### src/sv/least_loaded_replica_selector_macros.svh
// ----------------------------------------------------------------------------
// Least-loaded replica selector assertion macros
// Concurrent assertion helpers that sample on clock and are off during reset.
// ----------------------------------------------------------------------------
`ifndef LEAST_LOADED_REPLICA_SELECTOR_MACROS_SVH
`define LEAST_LOADED_REPLICA_SELECTOR_MACROS_SVH
`ifndef SYNTH
// A condition that must hold at every clock edge out of reset.
`define LLRS_ASSERT(label, prop, msg) \
   label: assert property (@(posedge clock) disable iff (reset) prop) else $error(msg);
// A condition that must hold in the cycle after a trigger.
`define LLRS_ASSERT_NEXT(label, trig, prop, msg) \
   label: assert property (@(posedge clock) disable iff (reset) (trig) |=> (prop)) \
      else $error(msg);
`else
`define LLRS_ASSERT(label, prop, msg)
`define LLRS_ASSERT_NEXT(label, trig, prop, msg)
`endif
`endif

### src/sv/llrs_pkg.sv
// ----------------------------------------------------------------------------
// Least-loaded replica selector package
// Request and status codes, reset values and stream packing widths.
// ----------------------------------------------------------------------------
`timescale 1ns / 1ps
`default_nettype none

package llrs_pkg;

   typedef enum logic [1:0] {
      REQ_INSERT = 2'd0,
      REQ_REMOVE = 2'd1,
      REQ_PICK   = 2'd2,
      REQ_UPDATE = 2'd3
   } req_kind_type;

   typedef enum logic [1:0] {
      ST_OK          = 2'd0,
      ST_ALREADY     = 2'd1,
      ST_NOT_PRESENT = 2'd2,
      ST_EMPTY       = 2'd3
   } status_type;

   // Configuration register indexes.
   localparam logic CSR_LOW_RATIO  = 1'b0;
   localparam logic CSR_HIGH_RATIO = 1'b1;

   localparam logic [7:0] LOW_RATIO_RESET  = 8'd80;
   localparam logic [7:0] HIGH_RATIO_RESET = 8'd105;
   localparam logic [6:0] PCT_SCALE        = 7'd100;

   localparam int REQ_DATA_BITS = 24;
   localparam int REQ_USER_BITS = 2;
   localparam int RSP_DATA_BITS = 8;
   localparam int RSP_USER_BITS = 2;
   localparam int CSR_DATA_BITS = 8;

endpackage

`default_nettype wire

### src/sv/least_loaded_replica_selector.sv
// ----------------------------------------------------------------------------
// Least-loaded replica selector
// Table of replica slots with loads; insert, remove, pick the least loaded
// slot, and update a load with advisories against the average load.
// ----------------------------------------------------------------------------
// Usage:
// Requests enter on the req_ stream (kind in tuser, slot and load in tdata);
// every request yields exactly one transfer on the rsp_ stream (status in
// tuser, chosen slot and advisories in tdata). The user must write the ratio
// registers through the csr_ port while the block is idle; it is not enforced.
// Loads sit in a memory with a registered read port; one request is
// processed at a time. Insert, remove and every refused request pass a
// lookup state; a load update adds the memory read, two multiply stages
// and a compare; a pick on an empty set goes straight to the result and any
// other pick runs a scan that reads every slot once. The block is ready for
// the next request as the result enters the output register.
// Reset (synchronous) clears all valid marks, the load total and the member
// count and restores the ratio registers to 80 and 105 percent; no clearing
// pass is needed. If rsp_tready is low, the result waits in the output
// register and the block holds the following result until it drains.
// ----------------------------------------------------------------------------
`timescale 1ns / 1ps
`default_nettype none

`include "least_loaded_replica_selector_macros.svh"

module least_loaded_replica_selector #(
   parameter int SLOTS     = 16,
   parameter int LOAD_BITS = 16
) (
   input  wire logic                                clock,
   input  wire logic                                reset,
   input  wire logic                                req_tvalid,
   output logic                                     req_tready,
   // slot_index [3:0], load_value [19:4], zero [23:20]
   input  wire logic [llrs_pkg::REQ_DATA_BITS-1:0]  req_tdata,
   // req_type [1:0]
   input  wire logic [llrs_pkg::REQ_USER_BITS-1:0]  req_tuser,
   output logic                                     rsp_tvalid,
   input  wire logic                                rsp_tready,
   // chosen_slot [3:0], nominal_advisory [4], high_advisory [5], zero [7:6]
   output logic [llrs_pkg::RSP_DATA_BITS-1:0]       rsp_tdata,
   // status [1:0]
   output logic [llrs_pkg::RSP_USER_BITS-1:0]       rsp_tuser,
   input  wire logic                                csr_we,
   input  wire logic                                csr_index,
   input  wire logic [llrs_pkg::CSR_DATA_BITS-1:0]  csr_wdata
);

   import llrs_pkg::*;

   localparam int IDX_BITS   = (SLOTS > 1) ? $clog2(SLOTS) : 1;
   localparam int PTR_BITS   = $clog2(SLOTS + 1);
   localparam int CNT_BITS   = $clog2(SLOTS + 1);
   localparam int TOTAL_BITS = LOAD_BITS + IDX_BITS;
   localparam int P1_BITS    = LOAD_BITS + 7;
   localparam int RHS_BITS   = TOTAL_BITS + 8;
   localparam int CMP_BITS   = LOAD_BITS + IDX_BITS + 16;

   typedef enum logic [6:0] {
      S_IDLE = 7'b0000001,
      S_LOOK = 7'b0000010,
      S_MUL1 = 7'b0000100,
      S_MUL2 = 7'b0001000,
      S_CMP  = 7'b0010000,
      S_SCAN = 7'b0100000,
      S_RESP = 7'b1000000
   } state_type;

   state_type                 state_ff, state_in;
   req_kind_type              kind_ff, kind_in;
   logic [IDX_BITS-1:0]       addr_ff, addr_in;
   logic                      range_ff, range_in;
   logic [LOAD_BITS-1:0]      load_ff, load_in;
   logic [SLOTS-1:0]          valid_ff, valid_in;
   logic [TOTAL_BITS-1:0]     total_ff, total_in;
   logic [CNT_BITS-1:0]       count_ff, count_in;
   logic [7:0]                low_ff, low_in;
   logic [7:0]                high_ff, high_in;
   logic [PTR_BITS-1:0]       ptr_ff, ptr_in;
   logic                      cmp_pend_ff, cmp_pend_in;
   logic                      cmp_live_ff, cmp_live_in;
   logic [IDX_BITS-1:0]       cmp_idx_ff, cmp_idx_in;
   logic                      found_ff, found_in;
   logic [IDX_BITS-1:0]       best_ff, best_in;
   logic [LOAD_BITS-1:0]      best_load_ff, best_load_in;
   logic [P1_BITS-1:0]        lhs1_ff, lhs1_in;
   logic [RHS_BITS-1:0]       rhs_lo_ff, rhs_lo_in;
   logic [CMP_BITS-1:0]       lhs2_ff, lhs2_in;
   logic [RHS_BITS-1:0]       rhs_hi_ff, rhs_hi_in;
   status_type                res_status_ff, res_status_in;
   logic [3:0]                res_slot_ff, res_slot_in;
   logic                      res_nom_ff, res_nom_in;
   logic                      res_high_ff, res_high_in;
   logic                      rsp_valid_ff, rsp_valid_in;
   logic [RSP_DATA_BITS-1:0]  rsp_data_ff, rsp_data_in;
   logic [RSP_USER_BITS-1:0]  rsp_user_ff, rsp_user_in;

   // Load memory: one write and one registered read per cycle.
   logic [LOAD_BITS-1:0]      load_mem [SLOTS];
   logic [LOAD_BITS-1:0]      rd_data_ff;
   logic [IDX_BITS-1:0]       rd_addr;
   logic                      mem_we;

   logic                      req_fire;
   logic [31:0]               req_idx_wide;
   logic [31:0]               req_load_wide;
   logic [31:0]               best_wide;
   logic                      present;

   assign req_tready    = (state_ff == S_IDLE);
   assign req_fire      = req_tvalid && req_tready;
   assign req_idx_wide  = 32'(req_tdata[3:0]);
   assign req_load_wide = 32'(req_tdata[19:4]);
   assign best_wide     = 32'(best_ff);
   assign present       = range_ff && valid_ff[addr_ff];

   assign rsp_tvalid = rsp_valid_ff;
   assign rsp_tdata  = rsp_data_ff;
   assign rsp_tuser  = rsp_user_ff;

   // The request address feeds the read port on accept so the old load is
   // ready in S_LOOK; the scan owns the port while it runs.
   assign rd_addr = (state_ff == S_SCAN) ? ptr_ff[IDX_BITS-1:0]
                                         : req_idx_wide[IDX_BITS-1:0];

   always_ff @(posedge clock) begin
      if (mem_we) begin
         load_mem[addr_ff] <= load_ff;
      end
      rd_data_ff <= load_mem[rd_addr];
   end

   always_comb begin
      state_in      = state_ff;
      kind_in       = kind_ff;
      addr_in       = addr_ff;
      range_in      = range_ff;
      load_in       = load_ff;
      valid_in      = valid_ff;
      total_in      = total_ff;
      count_in      = count_ff;
      low_in        = low_ff;
      high_in       = high_ff;
      ptr_in        = ptr_ff;
      cmp_pend_in   = cmp_pend_ff;
      cmp_live_in   = cmp_live_ff;
      cmp_idx_in    = cmp_idx_ff;
      found_in      = found_ff;
      best_in       = best_ff;
      best_load_in  = best_load_ff;
      lhs1_in       = lhs1_ff;
      rhs_lo_in     = rhs_lo_ff;
      lhs2_in       = lhs2_ff;
      rhs_hi_in     = rhs_hi_ff;
      res_status_in = res_status_ff;
      res_slot_in   = res_slot_ff;
      res_nom_in    = res_nom_ff;
      res_high_in   = res_high_ff;
      rsp_valid_in  = rsp_valid_ff && !rsp_tready;
      rsp_data_in   = rsp_data_ff;
      rsp_user_in   = rsp_user_ff;
      mem_we        = 1'b0;

      if (csr_we) begin
         unique case (csr_index)
            CSR_LOW_RATIO:  low_in  = csr_wdata;
            CSR_HIGH_RATIO: high_in = csr_wdata;
            default:        low_in  = low_ff;
         endcase
      end

      unique case (state_ff)
         S_IDLE: begin
            if (req_fire) begin
               kind_in       = req_kind_type'(req_tuser);
               addr_in       = req_idx_wide[IDX_BITS-1:0];
               range_in      = (req_idx_wide < 32'(SLOTS));
               load_in       = req_load_wide[LOAD_BITS-1:0];
               res_status_in = ST_OK;
               res_slot_in   = 4'd0;
               res_nom_in    = 1'b0;
               res_high_in   = 1'b0;
               if (req_kind_type'(req_tuser) == REQ_PICK) begin
                  if (count_ff == '0) begin
                     res_status_in = ST_EMPTY;
                     state_in      = S_RESP;
                  end else begin
                     ptr_in      = '0;
                     cmp_pend_in = 1'b0;
                     found_in    = 1'b0;
                     state_in    = S_SCAN;
                  end
               end else begin
                  state_in = S_LOOK;
               end
            end
         end

         S_LOOK: begin
            state_in = S_RESP;
            if (!range_ff) begin
               res_status_in = ST_NOT_PRESENT;
            end else begin
               case (kind_ff)
                  REQ_INSERT: begin
                     if (present) begin
                        res_status_in = ST_ALREADY;
                     end else begin
                        mem_we            = 1'b1;
                        valid_in[addr_ff] = 1'b1;
                        total_in          = total_ff + TOTAL_BITS'(load_ff);
                        count_in          = count_ff + CNT_BITS'(1);
                     end
                  end
                  REQ_REMOVE: begin
                     if (!present) begin
                        res_status_in = ST_NOT_PRESENT;
                     end else begin
                        valid_in[addr_ff] = 1'b0;
                        total_in          = total_ff - TOTAL_BITS'(rd_data_ff);
                        count_in          = count_ff - CNT_BITS'(1);
                     end
                  end
                  REQ_UPDATE: begin
                     if (!present) begin
                        res_status_in = ST_NOT_PRESENT;
                     end else begin
                        mem_we   = 1'b1;
                        total_in = total_ff - TOTAL_BITS'(rd_data_ff)
                                   + TOTAL_BITS'(load_ff);
                        state_in = S_MUL1;
                     end
                  end
                  default: state_in = S_RESP;
               endcase
            end
         end

         // The advisory tests compare load*100*count against ratio*total.
         S_MUL1: begin
            lhs1_in   = P1_BITS'(load_ff) * P1_BITS'(PCT_SCALE);
            rhs_lo_in = RHS_BITS'(low_ff) * RHS_BITS'(total_ff);
            state_in  = S_MUL2;
         end

         S_MUL2: begin
            lhs2_in   = CMP_BITS'(lhs1_ff) * CMP_BITS'(count_ff);
            rhs_hi_in = RHS_BITS'(high_ff) * RHS_BITS'(total_ff);
            state_in  = S_CMP;
         end

         S_CMP: begin
            if (total_ff != '0) begin
               res_nom_in  = (lhs2_ff < CMP_BITS'(rhs_lo_ff));
               res_high_in = (lhs2_ff > CMP_BITS'(rhs_hi_ff));
            end
            state_in = S_RESP;
         end

         // One slot is read per cycle; each slot is compared in the cycle after its read.
         S_SCAN: begin
            if (cmp_pend_ff && cmp_live_ff && (!found_ff || rd_data_ff < best_load_ff)) begin
               found_in     = 1'b1;
               best_in      = cmp_idx_ff;
               best_load_in = rd_data_ff;
            end
            if (ptr_ff < PTR_BITS'(SLOTS)) begin
               cmp_pend_in = 1'b1;
               cmp_idx_in  = ptr_ff[IDX_BITS-1:0];
               cmp_live_in = valid_ff[ptr_ff[IDX_BITS-1:0]];
               ptr_in      = ptr_ff + PTR_BITS'(1);
            end else begin
               cmp_pend_in = 1'b0;
               if (!cmp_pend_ff) begin
                  res_status_in = found_ff ? ST_OK : ST_EMPTY;
                  res_slot_in   = found_ff ? best_wide[3:0] : 4'd0;
                  state_in      = S_RESP;
               end
            end
         end

         S_RESP: begin
            if (!rsp_valid_ff || rsp_tready) begin
               rsp_valid_in = 1'b1;
               rsp_data_in  = {2'b00, res_high_ff, res_nom_ff, res_slot_ff};
               rsp_user_in  = res_status_ff;
               state_in     = S_IDLE;
            end
         end

         default: state_in = S_IDLE;
      endcase
   end

   always_ff @(posedge clock) begin
      if (reset) begin
         state_ff     <= S_IDLE;
         valid_ff     <= '0;
         total_ff     <= '0;
         count_ff     <= '0;
         low_ff       <= LOW_RATIO_RESET;
         high_ff      <= HIGH_RATIO_RESET;
         rsp_valid_ff <= 1'b0;
      end else begin
         state_ff     <= state_in;
         valid_ff     <= valid_in;
         total_ff     <= total_in;
         count_ff     <= count_in;
         low_ff       <= low_in;
         high_ff      <= high_in;
         rsp_valid_ff <= rsp_valid_in;
      end
   end

   always_ff @(posedge clock) begin
      kind_ff       <= kind_in;
      addr_ff       <= addr_in;
      range_ff      <= range_in;
      load_ff       <= load_in;
      ptr_ff        <= ptr_in;
      cmp_pend_ff   <= cmp_pend_in;
      cmp_live_ff   <= cmp_live_in;
      cmp_idx_ff    <= cmp_idx_in;
      found_ff      <= found_in;
      best_ff       <= best_in;
      best_load_ff  <= best_load_in;
      lhs1_ff       <= lhs1_in;
      rhs_lo_ff     <= rhs_lo_in;
      lhs2_ff       <= lhs2_in;
      rhs_hi_ff     <= rhs_hi_in;
      res_status_ff <= res_status_in;
      res_slot_ff   <= res_slot_in;
      res_nom_ff    <= res_nom_in;
      res_high_ff   <= res_high_in;
      rsp_data_ff   <= rsp_data_in;
      rsp_user_ff   <= rsp_user_in;
   end

   `LLRS_ASSERT(a_count_matches_valid, ($countones(valid_ff) == 32'(count_ff)), "member count differs from valid marks")
   `LLRS_ASSERT(a_empty_total_zero, ((count_ff != '0) || (total_ff == '0)), "load total nonzero with no members")
   `LLRS_ASSERT_NEXT(a_one_request_at_a_time, req_fire, !req_tready, "request accepted while busy")

endmodule

`default_nettype wire

### config.mk
export PLATFORM = sky130hd
export DESIGN_NAME = least_loaded_replica_selector
export DESIGN_NICKNAME = d
export VERILOG_FILES = /design/src/sv/llrs_pkg.sv /design/src/sv/least_loaded_replica_selector.sv
export VERILOG_INCLUDE_DIRS = /design/src /design/src/sv
export SDC_FILE = /design/constraint.sdc
export NUM_CORES = 2
export LEC_CHECK = 0
export BUFFER_PORTS_ARGS = -buffer_cell sky130_fd_sc_hd__buf_2
export CAP_MARGIN = 20
export CORE_UTILIZATION = 65
export CTS_CLUSTER_SIZE = 25
export DETAILED_ROUTE_END_ITERATION = 16
export HOLD_SLACK_MARGIN = 0.05
export PLACE_DENSITY_LB_ADDON = 0.2
export SETUP_SLACK_MARGIN = 0.2
export SYNTH_ARGS = -nofsm -noshare
export SYNTH_HDL_FRONTEND = slang
export SYNTH_SLANG_ARGS = --single-unit
### constraint.sdc
create_clock -name clock -period 8.7 [get_ports clock]
set_input_delay 0.87 -clock clock [delete_from_list [all_inputs] [get_ports clock]]
set_output_delay 0.87 -clock clock [all_outputs]
set_load 0.03 [all_outputs]
==> results by group <==
Status
  – Outcome: finished, final reports clean

Power and ir drop
  – Worst vdd ir: 306.8 uV
  – Internal power: 4.632 mW
  – Total power: 6.378 mW
  – Leak Pwr: 17.54 nW
  – Sequential power share: 45.1%
  – PD cells: 161.0 nW/um2
  – Power share of the clock group: 37.0%
  – Comb power frac: 17.9%
  – Switching share of power: 27.39%
  – Sw power: 1.747 mW

Clock network
  – CTS buffer count: 55
  – Root buf cell: clkbuf_16
  – Post-CTS setup repair buffer count: 0
  – Gates resized, CTS repair: 0
  – Clk_lat worst skew: 630 ps
  – CTS Buffer Depth: 3
  – Clk sinks: 510
  – CTS tree: built
  – Clk pin slew, worst setup/hold paths: 60 ps
  – Hold_buf cts: 0
  – CTS H-tree depth: 2

Placed design
  – Placer Congestion: 0.9244
  – Post-DP Area: 37770 um2
  – I/O Buffers: 45
  – Final HPWL DP: 58150 um

Timing
  – Fmax: 163.3 MHz
  – Max-slew headroom: 25.49%
  – Crit path time final: 6123 ps
  – Setup TNS: 0 ps
  – Max-slew violation count: 0
  – Final hold slack: 418.4 ps
  – Final Hold Fails: 0
  – Setup Viol. Count Final: 0
  – RSZ-0062 raised after global routing: no
  – Final cycle utilization of the critical path: 70.38%
  – Final Skew: 53.31 ps
  – Worst-Margin Slew: 1116 ps

Layout
  – Area Overhead vs Synth: 7.623%
  – NumNets Final: 4097
  – Most frequent cells in the layout: 431 x inv_1, 429 x edfxtp_1, 394 x nand2_1
  – Number of fillers in the final layout: 3875
  – Design area: 39620 um2
  – Commonest non-fill, non-tap cell in the layout: inv_1
  – Share of cells above drive strength 1: 6.463%

Drt
  – Final ANT Viol Nets: 0
  – Drt drc: 0
  – Post-DR wirelength/cell: 19.32 um
  – Wl on met1: 31890 um
  – First-pass iteration count of the detailed router: 5
  – Final wirelength: 82650 um
  – WL met3: 5202 um
  – Top Layer Used: met4
  – Routed via count: 25515
  – Met2 wire length: 41780 um
  – Vias/cell: 5.964
  – Iter 0 DRT Violations: 1590

GRT
  – Largest net degree at the start of global routing: 73
  – Initial antenna violation count: 2
  – Grt total ovfl: 0
  – GRT Overall Usage: 29.60%
  – Vias in the first global route: 26578
  – Global-route wire length before repair: 133200 um

Yosys
  – Post-Syn Instances: 3490
  – Number of synthesized flops with an enable pin: 429
  – Synth Flop Type: edfxtp_1
  – Leading post-synthesis cells by cell area: edfxtp_1 35%, fa_1 16%, ha_1 9.7%
  – Synth Cell Area: 36810 um2
  – Netlist cell types: 82
  – Post-synth top area share: 34.99%
  – Sequential element share of the synthesized area: 39.40%
  – Async S/R FF share, synth: 0%
  – Largest area contributor in the netlist: edfxtp_1
  – Avg Synthesized Cell Area: 10.55 um2
  – Yosys warns: 0
  – #FFs+latches synth: 510

Worst setup path
  – Flop-to-flop setup slack: 2580 ps
  – WP data required: 9030 ps
  – Critical path class: flip-flop to flip-flop
  – Worst EP arrival: 6450 ps
  – Worst reg2reg path startpoint: total_ff[5]
  – Critical path launch point type: flip-flop
  – Top fanout value on the critical path: 20
  – Worst R2R Path Depth: 20
  – Crit end category: flip-flop
  – Reg2reg end: rhs_hi_ff[27]

Die
  – Num ports: 52
  – FP Rows: 86
  – Die width: 240.0 um
  – Die area: 57590 um2
  – Placeable Area: 55520 um2
  – Initial core utilization: 66.30%
  – Die Ht: 240.0 um

Run
  – Max_cap viols: 0

Hold path
  – Hold EP: load_ff[0]
  – HP Class: input port to flip-flop
  – Hold_sp: req_tdata[4]
  – Hold depth: 1
==> state kept, by name (all words and copies together) (netlist names), 2 cells and up, named ones only <==
name	cells
addr_ff	4
best_ff	4
best_load_ff	16
cmp_idx_ff	4
count_ff	5
high_ff	8
kind_ff	2
lhs1_ff	21
lhs2_ff	26
load_ff	16
load_mem	256
low_ff	8
ptr_ff	5
rd_data_ff	16
res_slot_ff	4
res_status_ff	2
rhs_hi_ff	28
rhs_lo_ff	28
rsp_tdata	6
rsp_tuser	2
state_ff	7
total_ff	20
==> cells by family after synthesis <==
family,Yosys count,synth area share [%]
AOI/OAI and AO/OA,572,10.46
xor gates and xnor gates,115,2.736
adders and majority gates,573,25.33
buffers and inverters,595,6.179
DFF,510,39.40
muxes,25,1.047
other,1,0.01019
and+or+nand+nor,1099,14.84
==> layer usage <==
metal  vias to the layer above  track usage [%]
met5                         -                0
met4                         0            15.31
met3                       238            4.432
met2                       882            51.71
met1                     12586            35.49
li1                      11809                -
==> worst max-delay path, cell delays in order (launching register included) <==
cell and delay (ps):
dfxtp_1 870, nand2_1 180, fa_1 530, fa_1 540
inv_1 50, fa_1 470, inv_1 50, fa_1 480
inv_1 40, ha_1 350, a21o_1 190, a21oi_1 230
a31oi_1 170, o21ai_1 230, a21oi_1 160, o41ai_2 480
o21ai_1 180, nor3_1 230, o21bai_1 110, a21oi_1 180
xnor2_1 90
==> cells in the mapped netlist, types with 5 or more instances <==
master and instances:
a211oi_1 114, a21o_1 43, a21oi_1 159, a311oi_1 37
a31oi_1 41, and2_0 14, and2_1 331, and3_1 13
buf_2 18, buf_4 5, clkbuf_1 135, dfxtp_1 81
edfxtp_1 429, fa_1 287, ha_1 286, inv_1 432
mux2_2 8, mux2i_1 7, mux4_2 10, nand2_1 395
nand2b_1 20, nand3_1 34, nand3b_1 7, nand4_1 18
nor2_1 164, nor2b_1 25, nor3_1 33, nor4_1 8
o211ai_1 7, o21a_1 29, o21ai_0 67, o21ai_1 5
o21bai_1 12, or2_2 8, or3_1 10, xnor2_1 83
xor2_1 32
==> per-stage QoR <==
| step | worst slack (ps) | util (%) | instances |
|---|---|---|---|
| after floorplan | 3413 | - | 3491 |
| after global placement | 2833 | 68.02 | 4174 |
| after detailed placement | 2643 | 68.02 | 4174 |
| after CTS | 2560 | 71.31 | 4275 |
| after global routing | 2310 | 71.35 | 4276 |
| final | 2577 | 71.36 | 4278 |
==> power groups by stage <==
stage	Combinational, mW	Sequential, mW	Clock (mW)
2_1_floorplan	0.879	2.88	0
3_3_place_gp	1.08	2.92	0
4_1_cts	1.14	2.87	2.39
3_5_place_dp	1.13	2.92	0
5_1_grt	1.28	2.88	2.48
6_report	1.14	2.87	2.36
==> final cells by class <==
class	instances	area (um2)	area share, %
repair buffers	98	635.6	1.604
inverters	433	1625	4.102
diodes	2	5.005	0.01263
clock buffers	74	1499	3.783
clock inverters	27	330.3	0.8337
multi-input cells	2386	20080	50.69
well taps	748	935.9	2.362
flip-flops and latches	510	14500	36.61
==> worst max-delay path by stage <==
stage | start | end | slack, ps | depth (start not counted)
CTS | total_ff[5] | rhs_hi_ff[27] | 2560 | 20
detailed placement | total_ff[5] | rhs_hi_ff[27] | 2640 | 20
floorplan | total_ff[5] | rhs_lo_ff[26] | 3410 | 20
global placement | total_ff[5] | rhs_hi_ff[27] | 2830 | 20
finish | total_ff[5] | rhs_hi_ff[27] | 2580 | 20
global route | total_ff[4] | rhs_hi_ff[27] | 2310 | 20
No activity file was read; power rests on OpenSTA's default activity.
